--- config.mk ---
export PLATFORM = sky130hd
export DESIGN_NAME = pmfl_regs
export DESIGN_NICKNAME = d
export VERILOG_FILES = /design/src/rtl/pmfl_pkg.sv /design/src/rtl/pmfl_regs.sv
export SDC_FILE = /design/constraint.sdc
export NUM_CORES = 1
export LEC_CHECK = 0
export BUFFER_PORTS_ARGS = -buffer_cell sky130_fd_sc_hd__buf_4
export CAP_MARGIN = 20
export CORE_AREA = 2 2 65 67
export DETAILED_ROUTE_END_ITERATION = 6
export DIE_AREA = 0 0 67 69
export PLACE_DENSITY = 0.85
export SYNTH_ARGS = -nofsm -noshare
export SYNTH_HDL_FRONTEND = slang
export SYNTH_SLANG_ARGS = --single-unit
export TNS_END_PERCENT = 5
--- constraint.sdc ---
create_clock -name clk -period 1.39 [get_ports clk]
set_input_delay 0.278 -clock clk [delete_from_list [all_inputs] [get_ports clk]]
set_output_delay 0.278 -clock clk [all_outputs]
set_load 0.005 [all_outputs]
--- src/rtl/pmfl_pkg.sv ---
`timescale 1ns / 1ps

package pmfl_pkg;

  // default sizes of the pair table
  localparam int SLOTS_DEF         = 64;
  localparam int HISTORY_DEPTH_DEF = 4;

  // field widths
  localparam int ACT_W    = 2;
  localparam int OWN_W    = 6;
  localparam int PART_W   = 7;
  localparam int TIME_W   = 32;
  localparam int GAP_W    = 17;
  localparam int SEC_W    = 16;

  // stream packing, lowest bit first
  localparam int OWN_LSB     = 0;
  localparam int PART_LSB    = OWN_LSB + OWN_W;
  localparam int NOW_LSB     = PART_LSB + PART_W;
  localparam int PLWT_LSB    = NOW_LSB + TIME_W;
  localparam int IN_TDATA_W  = 80;
  localparam int OUT_TDATA_W = 24;
  localparam int OUT_PAD_W   = OUT_TDATA_W - SEC_W - 2;

  // configuration port
  localparam int CFG_AW = 3;
  localparam int CFG_DW = 32;
  localparam logic [SEC_W-1:0] WINDOW_RST = 16'd60;
  localparam logic [SEC_W-1:0] ANSWER_RST = 16'd60;

  // register select, taken from the word address bit
  typedef enum logic {
    REG_WINDOW = 1'b0,
    REG_ANSWER = 1'b1
  } reg_sel_t;

  typedef enum logic [ACT_W-1:0] {
    ACT_CHECK  = 2'd0,
    ACT_COMMIT = 2'd1,
    ACT_QUERY  = 2'd2
  } action_t;

  typedef enum logic [1:0] {
    ST_CLEAR,
    ST_IDLE,
    ST_EXEC
  } fsm_state_t;

  // controller to datapath
  typedef struct packed {
    logic clr_en;
    logic accept;
    logic exec;
  } ctl_cmd_t;

  // datapath to controller
  typedef struct packed {
    logic clr_last;
    logic out_free;
  } dp_sts_t;

endpackage

--- src/rtl/pmfl_regs.sv ---
`timescale 1ns / 1ps

module pmfl_regs
  import pmfl_pkg::*;
(
  input  logic              clk,
  input  logic              rst_n,
  input  logic              cfg_psel,
  input  logic              cfg_penable,
  input  logic              cfg_pwrite,
  input  logic [CFG_AW-1:0] cfg_paddr,
  input  logic [CFG_DW-1:0] cfg_pwdata,
  output logic [CFG_DW-1:0] cfg_prdata,
  output logic              cfg_pready,
  output logic [SEC_W-1:0]  window_seconds,
  output logic [SEC_W-1:0]  answer_window
);

  logic [SEC_W-1:0] window_r, window_nxt;
  logic [SEC_W-1:0] answer_r, answer_nxt;
  logic             wr_en;
  reg_sel_t         sel;

  assign cfg_pready = 1'b1;
  assign wr_en      = cfg_psel & cfg_penable & cfg_pwrite & cfg_pready;
  assign sel        = reg_sel_t'(cfg_paddr[2]);

  // register write decode
  always_comb begin
    window_nxt = window_r;
    answer_nxt = answer_r;
    if (wr_en) begin
      unique case (sel)
        REG_WINDOW: window_nxt = cfg_pwdata[SEC_W-1:0];
        REG_ANSWER: answer_nxt = cfg_pwdata[SEC_W-1:0];
        default:    ;
      endcase
    end
  end

  always_ff @(posedge clk) begin
    if (!rst_n) begin
      window_r <= WINDOW_RST;
      answer_r <= ANSWER_RST;
    end else begin
      window_r <= window_nxt;
      answer_r <= answer_nxt;
    end
  end

  // read mux
  always_comb begin
    unique case (sel)
      REG_WINDOW: cfg_prdata = {{(CFG_DW-SEC_W){1'b0}}, window_r};
      REG_ANSWER: cfg_prdata = {{(CFG_DW-SEC_W){1'b0}}, answer_r};
      default:    cfg_prdata = '0;
    endcase
  end

  assign window_seconds = window_r;
  assign answer_window  = answer_r;

endmodule

After elaboration in Yosys (flattened, before gate mapping)
Index checks and enable logic that the tools add are counted.
{ "classes": {"mux": 1, "bitwise_logic": 3, "reduce_logical": 2} }
{ "ops": {"columns": ["cell", "n"], "rows": [
  ["$pmux W32 S2", 1],
  ["$reduce_and A2 Y1", 2],
  ["$and A1 B1 Y1", 2],
  ["$not A1 Y1", 1]
]} }
{ "word_totals": {"regBits": 32, "in_bits": 40, "out_inout_bits": 65, "elab_cells": 8} }

Depth between registers and ports, before layout
{ "depth": {"word_depth": 3, "ltp_mapped": 4, "depth_no_buf": 2} }

Worst setup path before layout
OpenSTA, ideal clock, no wires.
{ "synth_path": {"kind": "input to output", "startpoint": "input cfg_paddr[2]", "endpoint": "output cfg_prdata[10]", "arrival_ps": 957, "t_required_ps": 1112, "setup_slack_ps": 155, "path_stages": 3, "n_path_buf": 2, "cell_sequence": "buf_6 buf_2 mux2_2"} }
{ "synth_between": {"elab_chain_cells": 2} }
{ "synth_rtl": {"columns": ["element", "line", "source"], "rows": [
  ["from (decl)", "pmfl_regs.sv:11", "input logic [CFG_AW-1:0] cfg_paddr,"],
  ["$not A1 Y1 (no source line)", null, null],
  ["$pmux W32 S2 *", "pmfl_regs.sv:53", "unique case (sel)"],
  ["to (decl)", "pmfl_regs.sv:13", "output logic [CFG_DW-1:0] cfg_prdata,"]
]} }
Every way passes the cells marked *; elsewhere a longest branch is shown, timed or not. The select of a mux whose other input is x is not followed.

Final worst setup path
{ "layout_path": {"startpoint": "input cfg_paddr[2]", "endpoint": "output cfg_prdata[0]"} }
The elaborated chain is that of the path after synthesis.

==> flow_summary.yaml <==
outcome:
  outcome: "complete, no violations"
timing:
  fin_crit_ns: 1.330
  tns_ns: 0
  rsz0062_at_grt: "false"
  maxSlewViolCount: 0
  fin_crit_sh_pct: 95.69
  final-hold-violation-count: 0
  max_freq_mhz: 751.8
  finalSetupViolations: 0
  finClkSkew_ns: 0
yosys:
  synth_cell_types: 13
  synth_top_family_by_area: "multiplexers"
  synthAdderAreaFrac_pct: 0
  synth_area_um2: 1595
  synth-xor-area-share_pct: 0
  yosysSeqAreaShare_pct: 40.16
  synth-simple-area-share_pct: 16.08
  synth.avg_cell_area_um2: 10.03
  muxShareOfSynthArea_pct: 31.37
  ys_seq_elements: 32
  ys_warn_count: 0
  syn_inst: 159
  synth_compound_area_share_pct: 0
clock_network:
  ctsResizeCount: 0
  cts.htree.levels: 2
  clock_latency_ns: 0.27
  post_cts_buffers: 0
  clk_pin_slew_ns: 0.06
  clock-sinks: 32
  root_buffer: "clkbuf_8"
  cts_made_buffers: 5
  tritoncts: "built"
  cts_buffer_depth: 2
  hold_buffers: 0
die:
  rows: 23
  core_um2: 3914
  ios: 105
  die_area_um2: 4623
  die_w_um: 67
  initial_core_util_pct: 40.76
  die_h_um: 69
cells_and_area:
  areaGrowthSynthToFinish_pct: 36.71
  final_common_cell: "buf_4"
  drive_gt1_share_pct: 42.98
  n_antenna_cell: 0
  fillers: 374
  multi_input_area_um2: 820.8
  stdcell_area_um2: 2181
  layout_common_cells: "72 x buf_4, 36 x nand2_1, 32 x mux2i_1, 32 x dfxtp_1, 17 x conb_1"
  fin_cells: 278
  register_area_um2: 640.6
  nets: 268
global_routing:
  grt_pass1_wl_mm: 5.416
  grt_overflow: 0
  track_usage_pct: 14.95
  grt_max_degree: 39
  antenna_found_initial: 0
  grt_pass1_vias: 1163
run:
  maxCapViolCount: 0
pwr:
  peakVddDrop_uv: 539.1
  power_density_nw_per_um2: 885.7
  power_uw: 1931
  leakage_uw: 0.001115
placed_design:
  dp.cells: 271
  portBuffers: 69
  hpwl_mm: 2.372
  place.gp.congestion: 0.6491
  placed_area_um2: 2085
worst_hold_path:
  hold_path_class: "in2reg"
  hold_end: "answer_window[3]"
  whs_path_depth: 3
  hold_path.startpoint: "cfg_pwdata[3]"
worst_setup_path:
  reg2reg_to: "window_seconds[10]"
  cp-end-kind: "output port"
  critical_path_class: "in2out"
  crit_arrival_ns: 1.05
  crit_fanout: 19
  cp-start-kind: "input port"
  r2r_slack_ns: 0.76
  worstReg2RegStart: "window_seconds[10]"
  ff2ff_path_depth: 2
  cp.required_ns: 1.11
detailed_routing:
  ant_nets: 0
  wire_per_inst_um: 11.80
  dr.pass1.iters: 3
  drt-initial-drc-count: 34
  num_vias: 1250
  vias_per_cell: 4.496
  routed_wl_mm: 3.280
  drc: 0
## stage by stage
step | util [%] | hold WS (ns) | setup slack (ns)
after floorplan | - | 0.4390 | 0.1548
after detailed placement | 53.26 | 0.4666 | 0.04548
after global routing | 55.72 | 0.2653 | 0.01801
after CTS | 55.72 | 0.2539 | 0.04138
after global placement | 53.26 | 0.4572 | 0.07006
final | 55.72 | 0.2620 | 0.05993
## cells by family after synthesis
group                  after synthesis
buffers and inverters               26
DFF                                 32
muxes                               48
other                                2
and+or+nand+nor                     51
## report_power, final
group,internal [uW],switching (uW)
registers,938,15.2
logic,126,102
clock network,440,310
## cells in the mapped netlist, drive strengths merged
master / number / share of area, %
nand2: 36 / 8.5
dfxtp: 32 / 40
mux2i: 32 / 20
buf: 23 / 11
mux2: 16 / 11
nor2b: 12 / 4.7
clkbuf: 3 / 0.71
conb: 2 / 0.47
and4b: 1 / 0.63
nand4: 1 / 1.3
nand4b: 1 / 0.94
## registers in the layout, summed over array words and instances, names as in the netlist
signal,flops
window_seconds,16
answer_window,16
## critical path, cell delays in order
cell    delay, ns
buf_4        0.26
mux2_2       0.38
buf_4        0.13
## how the worst max path moves through the flow
stage,end,cells after the start,startpoint
2_1_floorplan,cfg_prdata[10],3,cfg_paddr[2]
3_3_place_gp,cfg_prdata[12],3,cfg_paddr[2]
3_5_place_dp,cfg_prdata[7],3,cfg_paddr[2]
4_1_cts,cfg_prdata[7],3,cfg_paddr[2]
5_1_grt,cfg_prdata[11],3,cfg_paddr[2]
6_report,cfg_prdata[0],3,cfg_paddr[2]
## per-layer routing
layer	wire [um]	track usage, %	vias to the layer above
met3	284	5.383	6
met4	35	4.762	0
li1	-	-	629
met1	1383	18.55	559
met5	0	0	-
met2	1576	23.76	56
## area by class of cell
| type | count | area share (%) |
|---|---|---|
| well taps | 50 | 2.869 |
| flip-flops and latches | 32 | 29.37 |
| repair buffers | 73 | 25.70 |
| clock buffers | 7 | 4.418 |
| multi-input cells | 116 | 37.64 |
Power figures use the tool's default switching activity.
