==> src/rtl/pmfl_pkg.sv <==
`timescale 1ns / 1ps

package pmfl_pkg;

  // default sizes of the pair table
  localparam int SLOTS_DEF         = 64;
  localparam int HISTORY_DEPTH_DEF = 4;

  // field widths
  localparam int ACT_W    = 2;
  localparam int OWN_W    = 6;
  localparam int PART_W   = 7;
  localparam int TIME_W   = 32;
  localparam int GAP_W    = 17;
  localparam int SEC_W    = 16;

  // stream packing, lowest bit first
  localparam int OWN_LSB     = 0;
  localparam int PART_LSB    = OWN_LSB + OWN_W;
  localparam int NOW_LSB     = PART_LSB + PART_W;
  localparam int PLWT_LSB    = NOW_LSB + TIME_W;
  localparam int IN_TDATA_W  = 80;
  localparam int OUT_TDATA_W = 24;
  localparam int OUT_PAD_W   = OUT_TDATA_W - SEC_W - 2;

  // configuration port
  localparam int CFG_AW = 3;
  localparam int CFG_DW = 32;
  localparam logic [SEC_W-1:0] WINDOW_RST = 16'd60;
  localparam logic [SEC_W-1:0] ANSWER_RST = 16'd60;

  // register select, taken from the word address bit
  typedef enum logic {
    REG_WINDOW = 1'b0,
    REG_ANSWER = 1'b1
  } reg_sel_t;

  typedef enum logic [ACT_W-1:0] {
    ACT_CHECK  = 2'd0,
    ACT_COMMIT = 2'd1,
    ACT_QUERY  = 2'd2
  } action_t;

  typedef enum logic [1:0] {
    ST_CLEAR,
    ST_IDLE,
    ST_EXEC
  } fsm_state_t;

  // controller to datapath
  typedef struct packed {
    logic clr_en;
    logic accept;
    logic exec;
  } ctl_cmd_t;

  // datapath to controller
  typedef struct packed {
    logic clr_last;
    logic out_free;
  } dp_sts_t;

endpackage

==> src/rtl/pmfl_ctrl.sv <==
`timescale 1ns / 1ps

module pmfl_ctrl
  import pmfl_pkg::*;
(
  input  logic     clk,
  input  logic     rst_n,
  input  logic     in_tvalid,
  input  dp_sts_t  sts,
  output logic     in_tready,
  output ctl_cmd_t cmd
);

  fsm_state_t state_r, state_nxt;

  always_ff @(posedge clk) begin
    if (!rst_n) begin
      state_r <= ST_CLEAR;
    end else begin
      state_r <= state_nxt;
    end
  end

  // next state
  always_comb begin
    state_nxt = state_r;
    unique case (state_r)
      ST_CLEAR: if (sts.clr_last) state_nxt = ST_IDLE;
      ST_IDLE:  if (in_tvalid) state_nxt = ST_EXEC;
      ST_EXEC:  if (sts.out_free) state_nxt = ST_IDLE;
      default:  state_nxt = ST_CLEAR;
    endcase
  end

  // outputs
  always_comb begin
    cmd       = '0;
    in_tready = 1'b0;
    unique case (state_r)
      ST_CLEAR: cmd.clr_en = 1'b1;
      ST_IDLE: begin
        in_tready  = 1'b1;
        cmd.accept = in_tvalid;
      end
      ST_EXEC:  cmd.exec = sts.out_free;
      default:  ;
    endcase
  end

endmodule

==> config.mk <==
export PLATFORM = sky130hd
export DESIGN_NAME = pmfl_ctrl
export DESIGN_NICKNAME = d
export VERILOG_FILES = /design/src/rtl/pmfl_pkg.sv /design/src/rtl/pmfl_ctrl.sv
export SDC_FILE = /design/constraint.sdc
export NUM_CORES = 1
export LEC_CHECK = 0
export ABC_CLOCK_PERIOD_IN_PS = 1100
export BUFFER_PORTS_ARGS = -buffer_cell sky130_fd_sc_hd__buf_2
export CAP_MARGIN = 30
export CORE_AREA = 4 4 41 43
export CTS_BUF_LIST = sky130_fd_sc_hd__clkbuf_2
export CTS_CLUSTER_SIZE = 10
export DETAILED_ROUTE_END_ITERATION = 10
export DIE_AREA = 0 0 45 47
export GPL_TIMING_DRIVEN = 0
export SLEW_MARGIN = 20
export SYNTH_ARGS = -nofsm -noshare
export SYNTH_HDL_FRONTEND = slang
export SYNTH_SLANG_ARGS = --single-unit
==> constraint.sdc <==
create_clock -name clk -period 1.1 [get_ports clk]
set_input_delay 0.22 -clock clk [delete_from_list [all_inputs] [get_ports clk]]
set_output_delay 0.22 -clock clk [all_outputs]
set_load 0.01 [all_outputs]
After elaboration in Yosys (flattened, before gate mapping)
Index checks and enable logic that the tools add are counted.

Input port bits: 5. Output and inout bits: 4. Register bits: 2.

Eq/ne operators: 5. Muxes and demuxes: 8. Reduce and logical (&&, ||, !) cells: 2.

Operators with widths (count): $mux W2 (3); $ne A2 B2 Y1 const B (3); $pmux W2 S3 (1); $mux W1 (4); $reduce_and A3 Y1 (1); $eq A2 B1 Y1 const B (1); $eq A2 B2 Y1 const B (1); $logic_not A2 Y1 (1).

Logic depth before layout (Yosys ltp)
Gate-level depths: netlist of run 1.

Depth after elaboration: 3. Gate-level depth with buffers: 3.

Worst setup path before layout of run 1
Ideal clock, no wire load.

Kind: flip-flop to output port. Start point: register state_r[1]. End point: output cmd[0] (netlist name). Stages on the path, launching flop included: 2. Required time: 880 ps. Buffers on the path: 0. Path slack: 170 ps. Arrival: 710 ps. Cells stage by stage: dfxtp_1 -> nor3b_1.

RTL lines: start: declaration (RTL line pmfl_ctrl.sv:14) `fsm_state_t state_r, state_nxt;`; start signal: assignment (RTL line pmfl_ctrl.sv:20) `state_r <= state_nxt;`; end: declaration (RTL line pmfl_ctrl.sv:11) `output ctl_cmd_t cmd`.

==> results of run 1 <==
==> per-layer routing <==
layer | vias to the layer above | wire length [um] | part of all wire, %
met5 | - | 0 | 0
met4 | 0 | 0 | 0
met3 | 0 | 77 | 20
met2 | 9 | 188 | 49
met1 | 61 | 114 | 30
li1 | 70 | - | -
==> kinds of logic after synthesis <==
logic type / after synthesis / synth area share, %
flip-flops: 2 / 37.65
buffers and inverters: 1 / 3.526
AND/OR/NAND/NOR: 6 / 30.59
AO/OA/AOI/OAI: 4 / 28.23
==> metrics by stage <==
step / hold slack [ns] / total power, W / cell area (sq um)
finish: 0.2616 / 0.0002646 / 221.5
global route: 0.2544 / 0.0002903 / 221.5
CTS: 0.2411 / 0.0002611 / 185.2
detailed placement: 0.4525 / 0.0001360 / 165.2
global placement: 0.4509 / 0.0001345 / 165.2
floorplan: 0.3377 / 0.0001127 / 106.4
==> cell usage after synthesis <==
master / instances
nor2b_1: 1
inv_1: 1
nor3b_1: 2
o21ai_0: 1
o211a_1: 1
nand2_1: 1
dfxtp_1: 2
nor2_1: 2
o21a_1: 2
==> how the worst max path moves through the flow <==
stage / start / to / slack (ns) / cells past startpoint
after floorplan: state_r[1]$_SDFFE_PN0P_ / cmd[0] / 0.17 / 1
after global placement: state_r[0]$_SDFFE_PN0P_ / cmd[1] / 0.13 / 3
after detailed placement: state_r[0]$_SDFFE_PN0P_ / cmd[1] / 0.12 / 3
after CTS: state_r[1]$_SDFFE_PN0P_ / cmd[0] / -0.03 / 2
after global routing: state_r[1]$_SDFFE_PN0P_ / cmd[0] / -0.04 / 2
final: state_r[1]$_SDFFE_PN0P_ / cmd[0] / 0.01 / 2
==> area by class of cell <==
class,instances,area [sq um]
fill,157,1080
timing repair buffer,9,53.80
tap,15,18.77
sequential,2,47.55
inverter,1,3.754
multi-input combinational,10,82.58
clock buffer,3,15.01
==> placed cells by master, fill, tap and decap left out, drive strengths merged <==
master and n:
inv 1, clkbuf 3, o211a 1, nor2b 1
o21ai 1, dfxtp 2, o21a 2, buf 9
nor3b 2, nor2 2, nand2 1
==> critical path, delay by kind of cell (launching register included) <==
family                 cells  cell delay [ns]
buffers and inverters      1             0.15
flip-flops                 1             0.37
AND/OR/NAND/NOR            1             0.16
==> timing repair <==
action                     in CTS  in global routing
pin swaps                       0                  1
buffers inserted                0                  1
gates resized for setup         3                  7
setup endpoints to repair       3                  2
==> power breakdown <==
group	internal, W	switching [W]
combinational	0.0000344	0.0000259
sequential	0.0000788	0.0000126
clock	0.0000724	0.0000405
==> reports/qor.csv, run 1 <==
metric,value,unit
status,"finished, final reports clean",
Register-to-Register Path Depth,4,
setup TNS,0,ns
gpl congestion,0.6730,
CP arrival,0.87,ns
input/output buffers,8,
Max Slew Vio Count,0,
RR Endpoint,state_r[1]$_SDFFE_PN0P_,
Ports,9,
min cycle time layout,1.085,ns
cell depth of the worst hold path,2,
setup ws final,0.01485,ns
vias in the first global route,124,
Hold Crit Start,rst_n,
Critical Path Sink Type,output pin,
CTS tree,yes,
Critical Path Max Stage Delay,0.37,ns
Final period util,98.65,%
Global Route met3 Usage,5.747,%
H-Tree Level Count,1,
Chip Height,47,um
Rel. slew slack,86.91,%
worst-margin pin slew,0.1959,ns
Top reg by flops,state_r,
synthesized net count,18,
Area contributors post-synth,"dfxtp_1 (38%), nor3b_1 (14%), o21a_1 (14%)",
CTS Buf Count,3,
# DRC,0,
full die area,2115,sq um
GRT Overall Usage,3.864,%
#FFs+latches synth,2,
met1 GRT Util,2.941,%
Initial Util,8.173,%
"Setup violations, final",0,
biggest regs,state_r: 2 flops,
Cell Pwr Density,1195,nW/um^2
initial drt markers,0,
Synth Cell Area,106.4,sq um
placed cells,36,
worst setup path category,reg -> out,
reg2reg start,state_r[0]$_SDFFE_PN0P_,
GRT met2 Usage,4.237,%
clock-pin slew on the worst setup and hold paths,0.03,ns
Routed Antenna Nets,0,
CTS max path bufs,2,
LEAKAGE,0.1120,nW
synth unique cells,9,
final global-route overflow total,0,
MaxCap Viol Count,0,
hold violation count in the final report,0,
Synth Warn #,0,
final non-filler cell total,40,
CP required,0.88,ns
max reg flops,2,
Setup WS pre-CTS,0.1190,ns
CTS sink cnt,2,
P&R area growth vs syn,108.2,%
Root Driver,clkbuf_2,
Routed wire per std cell,9.500,um
"Clk Latency, worst-skew pair",0.19,ns
layout cell share with drive strength beyond 1,68.00,%
Detailed Route WL,380,um
skew final,0.003720,ns
"Core Util, Final",17.02,%
Die X-Extent,45,um
Initial DRT Pass Iterations,1,
crit path launch type,flip-flop,
"Slowest-stage cell, CP",dfxtp_4,
Post-CTS Hold Buffers,0,
RSZ-0062 raised after global routing,true,
GRT busiest layer,met3,
VDD IR max,0.2089,mV
routed vias,140,
sequential area share after synthesis,37.65,%
post-synthesis area per instance,8.181,sq um
Synth top area share,37.65,%
initial antenna violation count,0,
first-pass GRT wire length,469,um
R2R Setup Slk,0.23,ns
vias per cell,3.500,
CP max FO,7,
# rows,13,
Fmax,0.9215,GHz
"Endpoint, Worst Hold",state_r[1]$_SDFFE_PN0P_,
Core Area,1301,sq um
Mapped Cells,13,
Hold Crit Class,in -> reg,
"area leader, netlist",dfxtp_1,
final net count,32,
worst path cell trace,"nor3b_2, buf_2",
number of diodes,0,
largest net degree at the start of global routing,8,
Power figures use the tool's default switching activity.
==> run 2: changes to the inputs <==
==> constraint.sdc (replaced) <==
create_clock -name clk -period 1.1 [get_ports clk]
set_input_delay 0.055 -clock clk [delete_from_list [all_inputs] [get_ports clk]]
set_output_delay 0.055 -clock clk [all_outputs]
set_load 0.01 [all_outputs]
==> run 2 against run 1 <==
  * Core utilization down 3.1 points
  * Register-to-register slack better by 0.02 ns
  * Clock power about the same
  * Clock skew is 0.00087 ns higher
  * Combinational power down 23%
  * Critical path type unchanged
  * Largest cell class unchanged
  * Highest routed layer unchanged
==> reports/qor.csv, run 2 (same netlist as run 1, synthesis figures left out) <==
metric,value,unit
status,"finished, final reports clean",
Clk pwr share,45.7,%
R2R Setup Slk,0.25,ns
P&R area growth vs syn,70.59,%
worst-margin pin slew,0.1933,ns
Tot Pwr,0.0002494,W
worst setup path category,reg -> out,
Root Driver,clkbuf_2,
"commonest cells after routing, fill and taps aside","buf_2 (8), clkbuf_2 (3), nor2_1 (2), nor3b_1 (2), o21a_1 (2)",
max reg flops,2,
cell depth of the worst hold path,2,
vias in the first global route,124,
"Clk Latency, worst-skew pair",0.19,ns
routed vias,132,
switching power,0.00007167,W
CP max FO,7,
Hold Crit Class,in -> reg,
final net count,31,
H-Tree Level Count,1,
reg2reg start,state_r[0]$_SDFFE_PN0P_,
min cycle time layout,1.009,ns
placed cell areas,165.2,sq um
RR Endpoint,state_r[0]$_SDFFE_PN0P_,
CTS Buf Count,3,
combinational share of power,18.6,%
Top reg by flops,state_r,
number of diodes,0,
Net Sw Frac,28.74,%
CP required,1.04,ns
CTS sink cnt,2,
Detailed Route WL,335,um
initial drt markers,1,
Hold Crit Start,rst_n,
Max Slew Vio Count,0,
Register-to-Register Path Depth,3,
Routed wire per std cell,8.590,um
largest net degree at the start of global routing,8,
Die X-Extent,45,um
initial antenna violation count,0,
Final period util,91.77,%
clock-pin slew on the worst setup and hold paths,0.03,ns
vias per cell,3.385,
gpl congestion,0.6730,
# rows,13,
full die area,2115,sq um
crit path launch type,flip-flop,
hold violation count in the final report,0,
RSZ-0062 raised after global routing,false,
Chip Height,47,um
Critical Path Sink Type,output pin,
"Endpoint, Worst Hold",state_r[1]$_SDFFE_PN0P_,
Post-CTS Hold Buffers,0,
CP arrival,0.95,ns
setup TNS,0,ns
MaxCap Viol Count,0,
CTS tree,yes,
Routed Antenna Nets,0,
skew final,0.004595,ns
Fmax,0.9906,GHz
biggest regs,state_r: 2 flops,
cell area after layout,181.4,sq um
Initial Util,8.173,%
Fillers,158,
# DRC,0,
CTS max path bufs,2,
Initial DRT Pass Iterations,4,
"commonest non-fill, non-tap cell in the layout",buf_2,
Cell Pwr Density,1374,nW/um^2
GRT Overall Usage,3.861,%
Ports,9,
VDD IR max,0.2015,mV
final global-route overflow total,0,
share of power burned in registers,35.7,%
Core Area,1301,sq um
input/output buffers,8,
Rel. slew slack,87.08,%
first-pass GRT wire length,469,um
LEAKAGE,0.09698,nW
Pint,0.0001777,W
layout cell share with drive strength beyond 1,50.00,%
"Setup violations, final",0,
-- run 2: repair_timing --
action / in CTS / in global routing
gates resized for setup: 0 / 1
setup buffers: 0 / 0
setup endpoints to repair: 0 / 1
-- run 2: layer usage --
metal	GRT usage, %	up-vias	routed length, um
li1	-	68	-
met1	2.935	55	125
met2	4.237	9	144
met3	5.747	0	66
met4	3.509	0	0
met5	0	-	0
-- run 2: power groups by stage --
stage / logic (W) / registers, W / clock network [W]
global placement: 0.0000459 / 0.0000886 / 0
finish: 0.0000463 / 0.0000890 / 0.000114
CTS: 0.0000472 / 0.0000879 / 0.000125
floorplan: 0.0000259 / 0.0000868 / 0
detailed placement: 0.0000470 / 0.0000889 / 0
global route: 0.0000504 / 0.0000904 / 0.000134
-- run 2: how the worst max path moves through the flow --
stage,start,end,slack (ns),cells past startpoint
after CTS,state_r[0]$_SDFFE_PN0P_,cmd[1],0.07,3
after floorplan,state_r[0]$_SDFFE_PN0P_,state_r[1]$_SDFFE_PN0P_,0.23,3
after detailed placement,state_r[0]$_SDFFE_PN0P_,state_r[0]$_SDFFE_PN0P_,0.18,3
after global placement,state_r[0]$_SDFFE_PN0P_,state_r[0]$_SDFFE_PN0P_,0.19,3
final,state_r[1]$_SDFFE_PN0P_,cmd[0],0.09,2
after global routing,state_r[1]$_SDFFE_PN0P_,cmd[0],0.001,2
-- run 2: layout make-up --
class                           count  area, sq um  share of cell area [%]
Sequential cell                     2        41.29                   22.76
Clock buffer                        3        15.01                   8.276
Tap cell                           15        18.77                   10.34
Timing Repair Buffer                8        40.04                   22.07
Multi-Input combinational cell     10        62.56                   34.48
Inverter                            1        3.754                   2.069
-- run 2: critical path, cell delays in order, from the launching register on --
cell,delay (ns)
dfxtp_1,0.41
nor3b_1,0.20
buf_2,0.16
-- run 2: through the flow --
stage / instances / worst slack (ns) / util (%) / hold slack, ns
floorplan: 13 / 0.2333 / - / 0.1727
global placement: 36 / 0.1928 / 12.69 / 0.2859
detailed placement: 36 / 0.1790 / 12.69 / 0.2875
CTS: 39 / 0.06907 / 13.85 / 0.07616
global route: 39 / 0.001407 / 13.94 / 0.09025
finish: 39 / 0.09052 / 13.94 / 0.09669
